===== src/design/kdpt_pkg.sv =====
`timescale 1ns / 1ps

package kdpt_pkg;

  // Number of keys served and width of the stored tick values
  localparam int NUM_KEYS  = 4;
  localparam int TICK_BITS = 32;

  // Field widths of the stream payloads
  localparam int KEY_W   = 2;
  localparam int TIN_W   = 32;
  localparam int DUR_W   = 32;
  localparam int IN_DW   = 40;
  localparam int OUT_DW  = 40;

  // Item operations carried in in_tuser
  localparam logic OP_POLL  = 1'b0;
  localparam logic OP_CLEAR = 1'b1;

  // Per-key debounce phase, one-hot
  typedef enum logic [3:0] {
    PH_UP      = 4'b0001,
    PH_FALLING = 4'b0010,
    PH_DOWN    = 4'b0100,
    PH_RISING  = 4'b1000
  } phase_t;

  // Event codes reported in out_tuser
  typedef enum logic [1:0] {
    EV_NONE = 2'd0,
    EV_DOWN = 2'd1,
    EV_UP   = 2'd2
  } event_t;

  // Stored state of one key
  typedef struct packed {
    phase_t                 phase;
    logic [TICK_BITS-1:0]   start_tick;
    logic [TICK_BITS-1:0]   duration;
    logic                   present;
  } key_state_t;

  // Result of one item
  typedef struct packed {
    event_t                 ev;
    logic [DUR_W-1:0]       press_duration;
    logic                   duration_valid;
  } key_result_t;

endpackage


===== src/design/kdpt_key_unit.sv =====
`timescale 1ns / 1ps

module kdpt_key_unit
  import kdpt_pkg::*;
(
  input  logic                 operation,
  input  logic                 key_level,
  input  logic [TIN_W-1:0]     tick,
  input  key_state_t           cur,
  output key_state_t           nxt,
  output key_result_t          res
);

  logic                 pressed;
  logic [TICK_BITS-1:0] now;
  event_t               ev;

  assign pressed = ~key_level;
  assign now     = TICK_BITS'(tick);

  // Advance the debounce machine of the addressed key
  always_comb begin
    nxt = cur;
    ev  = EV_NONE;
    if (operation == OP_CLEAR) begin
      nxt.present  = 1'b0;
      nxt.duration = '0;
    end else begin
      unique case (cur.phase)
        PH_UP: begin
          if (pressed) nxt.phase = PH_FALLING;
        end
        PH_FALLING: begin
          if (pressed) begin
            nxt.phase      = PH_DOWN;
            nxt.start_tick = now;
            ev             = EV_DOWN;
          end else begin
            nxt.phase = PH_UP;
          end
        end
        PH_DOWN: begin
          if (!pressed) nxt.phase = PH_RISING;
        end
        PH_RISING: begin
          if (!pressed) begin
            nxt.phase    = PH_UP;
            nxt.duration = now - cur.start_tick;
            nxt.present  = 1'b1;
            ev           = EV_UP;
          end else begin
            nxt.phase = PH_DOWN;
          end
        end
        default: nxt.phase = PH_UP;
      endcase
    end
  end

  // Report the duration as it stands after this item
  always_comb begin
    res.ev             = ev;
    res.duration_valid = nxt.present;
    res.press_duration = nxt.present ? DUR_W'(nxt.duration) : '0;
  end

endmodule


===== src/design/key_debounce_press_timer.sv =====
`timescale 1ns / 1ps
// An accepted input transaction passes through the input register, then the
// result register, before its result transaction is offered on the output.
// Throughput: one item per cycle while out_tready stays high; the per-key update
// and the tick subtraction sit in one combinational pass between the two registers.
// Reset (rst_n low, synchronous): every key returns to the up phase with no
// stored duration, and both pipeline registers are emptied.

module key_debounce_press_timer
  import kdpt_pkg::*;
(
  input  logic              clk,
  input  logic              rst_n,
  input  logic              in_tvalid,
  output logic              in_tready,
  input  logic [IN_DW-1:0]  in_tdata,   // key_index[1:0], key_level[2], tick[34:3], zero pad
  input  logic              in_tuser,   // operation[0]
  output logic              out_tvalid,
  input  logic              out_tready,
  output logic [OUT_DW-1:0] out_tdata,  // press_duration[31:0], duration_valid[32], zero pad
  output logic [1:0]        out_tuser   // event_res[1:0]
);

  // Input register
  logic             s1_valid_r;
  logic             s1_op_r;
  logic [KEY_W-1:0] s1_key_r;
  logic             s1_level_r;
  logic [TIN_W-1:0] s1_tick_r;

  // Result register
  logic             out_valid_r;
  key_result_t      out_res_r;

  // Per-key state
  phase_t               phase_r   [NUM_KEYS];
  logic [TICK_BITS-1:0] start_r   [NUM_KEYS];
  logic [TICK_BITS-1:0] dur_r     [NUM_KEYS];
  logic                 present_r [NUM_KEYS];

  logic        adv;
  logic        key_ok;
  key_state_t  cur;
  key_state_t  nxt;
  key_result_t unit_res;
  key_result_t res_nxt;

  assign adv       = ~out_valid_r | out_tready;
  assign in_tready = ~s1_valid_r | adv;
  assign key_ok    = {30'd0, s1_key_r} < 32'(NUM_KEYS);

  // Select the addressed key's state
  always_comb begin
    cur = '{phase: PH_UP, start_tick: '0, duration: '0, present: 1'b0};
    if (key_ok) begin
      cur.phase      = phase_r[s1_key_r];
      cur.start_tick = start_r[s1_key_r];
      cur.duration   = dur_r[s1_key_r];
      cur.present    = present_r[s1_key_r];
    end
  end

  kdpt_key_unit u_key_unit (
    .operation (s1_op_r),
    .key_level (s1_level_r),
    .tick      (s1_tick_r),
    .cur       (cur),
    .nxt       (nxt),
    .res       (unit_res)
  );

  // Report no event and no duration for keys that do not exist
  always_comb begin
    res_nxt = unit_res;
    if (!key_ok) begin
      res_nxt = '{ev: EV_NONE, press_duration: '0, duration_valid: 1'b0};
    end
  end

  // Capture an input transaction
  always_ff @(posedge clk) begin
    if (!rst_n) begin
      s1_valid_r <= 1'b0;
    end else if (in_tready) begin
      s1_valid_r <= in_tvalid;
    end
    if (in_tready && in_tvalid) begin
      s1_key_r   <= in_tdata[1:0];
      s1_level_r <= in_tdata[2];
      s1_tick_r  <= in_tdata[34:3];
      s1_op_r    <= in_tuser;
    end
  end

  // Write back key state as the item moves to the result register
  always_ff @(posedge clk) begin
    if (!rst_n) begin
      for (int k = 0; k < NUM_KEYS; k++) begin
        phase_r[k]   <= PH_UP;
        present_r[k] <= 1'b0;
      end
    end else if (adv && s1_valid_r && key_ok) begin
      phase_r[s1_key_r]   <= nxt.phase;
      present_r[s1_key_r] <= nxt.present;
    end
    if (adv && s1_valid_r && key_ok) begin
      start_r[s1_key_r] <= nxt.start_tick;
      dur_r[s1_key_r]   <= nxt.duration;
    end
  end

  // Load the result register
  always_ff @(posedge clk) begin
    if (!rst_n) begin
      out_valid_r <= 1'b0;
    end else if (adv) begin
      out_valid_r <= s1_valid_r;
    end
    if (adv && s1_valid_r) begin
      out_res_r <= res_nxt;
    end
  end

  assign out_tvalid = out_valid_r;
  assign out_tuser  = out_res_r.ev;
  assign out_tdata  = {7'd0, out_res_r.duration_valid, out_res_r.press_duration};

  // A result without a valid measurement carries a zero duration
  a_invalid_zero: assert property (@(posedge clk) disable iff (!rst_n)
    out_tvalid && !out_tdata[32] |-> out_tdata[31:0] == 32'd0)
    else $error("duration reported without valid flag");

  // A release event always comes with a valid measurement
  a_up_valid: assert property (@(posedge clk) disable iff (!rst_n)
    out_tvalid && out_tuser == EV_UP |-> out_tdata[32])
    else $error("up event without valid duration");

  // A stalled result with a pending item blocks new input
  a_stall_blocks: assert property (@(posedge clk) disable iff (!rst_n)
    out_valid_r && !out_tready && s1_valid_r |-> !in_tready)
    else $error("input accepted while pipeline is full");

  // A stalled result holds its contents
  a_hold: assert property (@(posedge clk) disable iff (!rst_n)
    out_valid_r && !out_tready |=> out_valid_r && $stable(out_res_r))
    else $error("result changed under stall");

endmodule


===== config.mk =====
export PLATFORM = sky130hd
export DESIGN_NAME = key_debounce_press_timer
export DESIGN_NICKNAME = d
export VERILOG_FILES = /design/src/design/kdpt_pkg.sv /design/src/design/kdpt_key_unit.sv /design/src/design/key_debounce_press_timer.sv
export SDC_FILE = /design/constraint.sdc
export NUM_CORES = 1
export LEC_CHECK = 0
export BUFFER_PORTS_ARGS = -buffer_cell sky130_fd_sc_hd__buf_2
export CAP_MARGIN = 10
export CORE_ASPECT_RATIO = 2
export CORE_MARGIN = 2
export CORE_UTILIZATION = 50
export DETAILED_ROUTE_END_ITERATION = 12
export PLACE_DENSITY_LB_ADDON = 0.12
export SYNTH_ARGS = -nofsm -noshare
export SYNTH_HDL_FRONTEND = slang
export SYNTH_SLANG_ARGS = --single-unit

===== constraint.sdc =====
create_clock -name clk -period 9.3 [get_ports clk]
set_input_delay 1.395 -clock clk [delete_from_list [all_inputs] [get_ports clk]]
set_output_delay 1.395 -clock clk [all_outputs]
set_load 0.02 [all_outputs]

==> run metrics <==
via count between 8k and 9k; Worst-Margin Slew ~1.1 ns; Synth async-reset ratio 0; PwrDens 199 mW/mm²; worst reg2reg path depth 12; synthesized instance count 1027; Internal Dissipation between 2 and 3 mW; count of pins over their slew limit 0; number of synthesized flops with an enable pin about 340; htree depth 1; reg2reg setup slack ~4.7 ns; clock transition at the register clock pins on the worst setup and hold paths after CTS about 0.070 ns; IO Pins 89; maximum number of pins on one net before global-route repair 65; largest delay contributor family on the critical path compound AO/OA/AOI/OAI gates; number of different library cells in the post-synthesis netlist 66; via/cell ratio 5.65; leftover overflow at the end of global routing 0; Syn Area/Cell between 15 and 20 µm²; unrepaired setup endpoints after global routing no; sw frac 0.247; number of hold buffers added after cts 0; Post-layout nets ~1.2k; reg-to-reg critical path endpoint dur_r[2][24]; maximum vdd drop 0.000186 V; Inserted Clock Buffers 31; fraction of post-synthesis cell area in the top cell type by area 0.661; GP Congestion 0.846; number of stages on the worst setup path 12; main combinational cell family by area after synthesis multiplexers; core utilization of the finished layout 0.562; number of register bits inferred by synthesis 351; Post-Place Setup Slack ~4.5 ns; CTS root buf sky130_fd_sc_hd__clkbuf_16; slowest stage delay, CP between 0.6 and 0.7 ns; number of setup violations in the final report 0; filler instances approximately 2.5k; core region area 0.0309 mm²; worst skew pair latency around 0.57 ns; post-route total power approximately 3.4 mW; cell-by-cell listing of the critical path buf_4 > mux4_2 > ha_1 > fa_1 > nand3b_1 > a2111oi_2 > nor2_1 > o311ai_2 > a21boi_0 > xor2_1 > o21ai_1 > nor2b_1; multiplexer area fraction after synthesis 0.103; layout cell share with drive strength beyond 1 0.201; critical path startpoint category flip-flop; relative slew slack 0.293; top flip-flop cell by instance count after synthesis sky130_fd_sc_hd__edfxtp_1; Placed Cells between 1k and 1.5k; routed length per instance roughly 22 µm; Clk network pwr share 0.346; Post-Synth Adder-Cell Area 0.0325; endpoint kind of the worst setup timing path flip-flop; post-CTS resize count 0; MaxCap Viol Count 0; count of non-filler cells in the finished layout around 1.5k; number of DRC markers after the initial detailed-route iteration roughly 600; Remaining DRCs 0; top-count cell post-synth sky130_fd_sc_hd__edfxtp_1; top cells by instance count after synthesis sky130_fd_sc_hd__edfxtp_1 (344), sky130_fd_sc_hd__nand2_1 (105), sky130_fd_sc_hd__mux4_2 (69); Site Rows between 90 and 100; number of buffers added for setup after CTS 0; basic-gate share of the synthesized area counting and, or, nand and nor cells 0.0770; WP data required between 9 and 10 ns; highest clock rate between 0.2 and 0.25 GHz; post-synthesis share of cell area spent on xor and xnor gates 0.0151; time the final worst path needs with I/O delays and setup ~4.6 ns; vias in the first global route between 9k and 10k; largest cells by area after synthesis sky130_fd_sc_hd__edfxtp_1 (66%), sky130_fd_sc_hd__mux4_2 (9.9%), sky130_fd_sc_hd__ha_1 (3.1%); part of the power in registers 0.529; number of port buffers 76; vertical die dimension 254 µm; clk_skew approximately 0.012 ns; complex-gate fraction of the synthesized area 0.0722; Worst Hold Class flip-flop to flip-flop; combined buffer and inverter count along the critical path 1; Max FO, Critical Path 35; CTS tree yes; number of diodes added for antenna fixing 0; biggest area consumer among synthesized cells sky130_fd_sc_hd__edfxtp_1; Setup TNS 0 ns; post-DP HPWL 21800 µm; logic gate share of total power 0.126; Lkg Pwr about 6.0 nW; die area 0.0328 mm²; CTS max path bufs 3; Worst Setup Path Type flip-flop to flip-flop; GRT Resource Usage Total 0.215; total wire length around 34000 µm; CP endpoint dur_r[2][24]; status complete, no violations; number of nets with antenna violations after detailed routing 0; initial antenna violation count 0; instance count along the most critical hold path 2; share of synthesized area occupied by flip-flops and latches 0.670; synthesis-to-finish area growth 10.9%; slowest stage cell, crit path sky130_fd_sc_hd__mux4_2; Final Hold Vio Count 0; count of synthesis-stage warnings from yosys 0; final worst-path cycle share 0.493; number of iterations in the first detailed-routing pass 5; minimum setup slack in the final design roughly 4.7 ns; Switching Power 0.853 mW; WP data arrival between 4 and 5 ns; Die W between 100 and 150 µm; wire length of the first global-routing pass ~52000 µm; number of clock sinks approximately 350; synthesized cell area 0.0156 mm²; Starting Density 0.506
-- layer usage --
metal,routed length (µm),vias to the layer above,track usage
li1,-,4069,-
met1,12700,4423,0.240
met2,19400,175,0.420
met3,1030,55,0.0211
met4,1020,0,0.0720
met5,0,-,0
-- worst min-delay path by stage --
stage / start / end / slack [ns]
6_report: present_r[0] / present_r[0] / 0.52
5_1_grt: s1_valid_r / out_tvalid / 0.57
4_1_cts: present_r[0] / present_r[0] / 0.53
3_5_place_dp: present_r[0] / present_r[0] / 0.51
3_3_place_gp: present_r[0] / present_r[0] / 0.49
2_1_floorplan: s1_valid_r / out_tvalid / 0.48
-- power groups by stage --
stage                     logic [mW]  registers [mW]  clock network (mW)
after floorplan                0.299            1.85                   0
after global placement         0.432            1.86                   0
after detailed placement       0.436            1.86                   0
after CTS                      0.438            1.82                1.22
after global routing           0.473            1.83                1.27
final                          0.433            1.82                1.19
-- placed cells by master (no fill, tap or decap), types with 5 or more instances in the layout --
cell | Yosys | layout
sky130_fd_sc_hd__a211oi_1 | 5 | 5
sky130_fd_sc_hd__a21o_1 | 8 | 8
sky130_fd_sc_hd__a21oi_1 | 45 | 45
sky130_fd_sc_hd__a31oi_1 | 8 | 8
sky130_fd_sc_hd__and2_1 | 18 | 18
sky130_fd_sc_hd__buf_2 | 13 | 76
sky130_fd_sc_hd__buf_4 | 7 | 13
sky130_fd_sc_hd__clkbuf_1 | 28 | 7
sky130_fd_sc_hd__clkbuf_16 | 0 | 31
sky130_fd_sc_hd__clkinv_1 | 1 | 6
sky130_fd_sc_hd__clkinv_2 | 0 | 7
sky130_fd_sc_hd__conb_1 | 1 | 7
sky130_fd_sc_hd__dfxtp_1 | 7 | 5
sky130_fd_sc_hd__edfxtp_1 | 344 | 344
sky130_fd_sc_hd__ha_1 | 39 | 39
sky130_fd_sc_hd__inv_1 | 47 | 44
sky130_fd_sc_hd__mux4_2 | 69 | 69
sky130_fd_sc_hd__nand2_1 | 105 | 105
sky130_fd_sc_hd__nand2b_1 | 12 | 12
sky130_fd_sc_hd__nand3_1 | 9 | 9
sky130_fd_sc_hd__nand3b_1 | 6 | 6
sky130_fd_sc_hd__nand4_1 | 5 | 5
sky130_fd_sc_hd__nor2_1 | 32 | 32
sky130_fd_sc_hd__nor2b_1 | 22 | 21
sky130_fd_sc_hd__nor3_1 | 13 | 13
sky130_fd_sc_hd__o21a_1 | 7 | 7
sky130_fd_sc_hd__o21ai_0 | 67 | 67
sky130_fd_sc_hd__o22ai_1 | 8 | 8
sky130_fd_sc_hd__o31ai_1 | 5 | 5
sky130_fd_sc_hd__xnor2_1 | 13 | 13
sky130_fd_sc_hd__xor2_1 | 14 | 14
-- worst register-to-register path, cell delays in order, from the launching register on --
cell and delay (ns):
sky130_fd_sc_hd__dfxtp_4 0.33, sky130_fd_sc_hd__buf_4 0.59, sky130_fd_sc_hd__mux4_2 0.67, sky130_fd_sc_hd__ha_1 0.23, sky130_fd_sc_hd__fa_1 0.43, sky130_fd_sc_hd__nand3b_1 0.22
sky130_fd_sc_hd__a2111oi_2 0.31, sky130_fd_sc_hd__nor2_1 0.16, sky130_fd_sc_hd__o311ai_2 0.44, sky130_fd_sc_hd__a21boi_0 0.18, sky130_fd_sc_hd__xor2_1 0.43, sky130_fd_sc_hd__o21ai_1 0.12
sky130_fd_sc_hd__nor2b_1 0.19
-- cell families (layout without fill, tap and decap cells) --
logic type               count (synthesis)  in the layout
AO/OA/AOI/OAI                          186            186
AND/OR/NAND/NOR                        245            245
buffers and inverters                  102            195
adder cells (fa/ha/maj)                 40             40
other                                    1              7
flip-flops                             351            351
multiplexers                            75             75
XOR/XNOR                                27             27
-- area by class of cell --
type	instances	area [µm²]	share of cell area
clock buffer	41	843	0.0487
clock inverter	16	90.1	0.00520
inverter	49	189	0.0109
multi-input combinational	580	4730	0.273
sequential	351	10500	0.604
tap	418	523	0.0302
timing repair buffer	89	478	0.0276
-- sequential cells by signal (all words and copies together) (netlist names), named ones only --
signal and flops:
dur_r 128, start_r 128, out_tdata 33, s1_tick_r 32, phase_r 16, present_r 4
out_tuser 2, s1_key_r 2, out_tvalid 1, s1_level_r 1, s1_op_r 1, s1_valid_r 1
-- stage by stage --
step | hold WS, ns | cell area [µm²]
finish | 0.519 | 17300
global route | 0.570 | 17300
CTS | 0.529 | 17300
detailed placement | 0.513 | 16400
global placement | 0.494 | 16400
floorplan | 0.477 | 15700
Power figures use the tool's default switching activity.
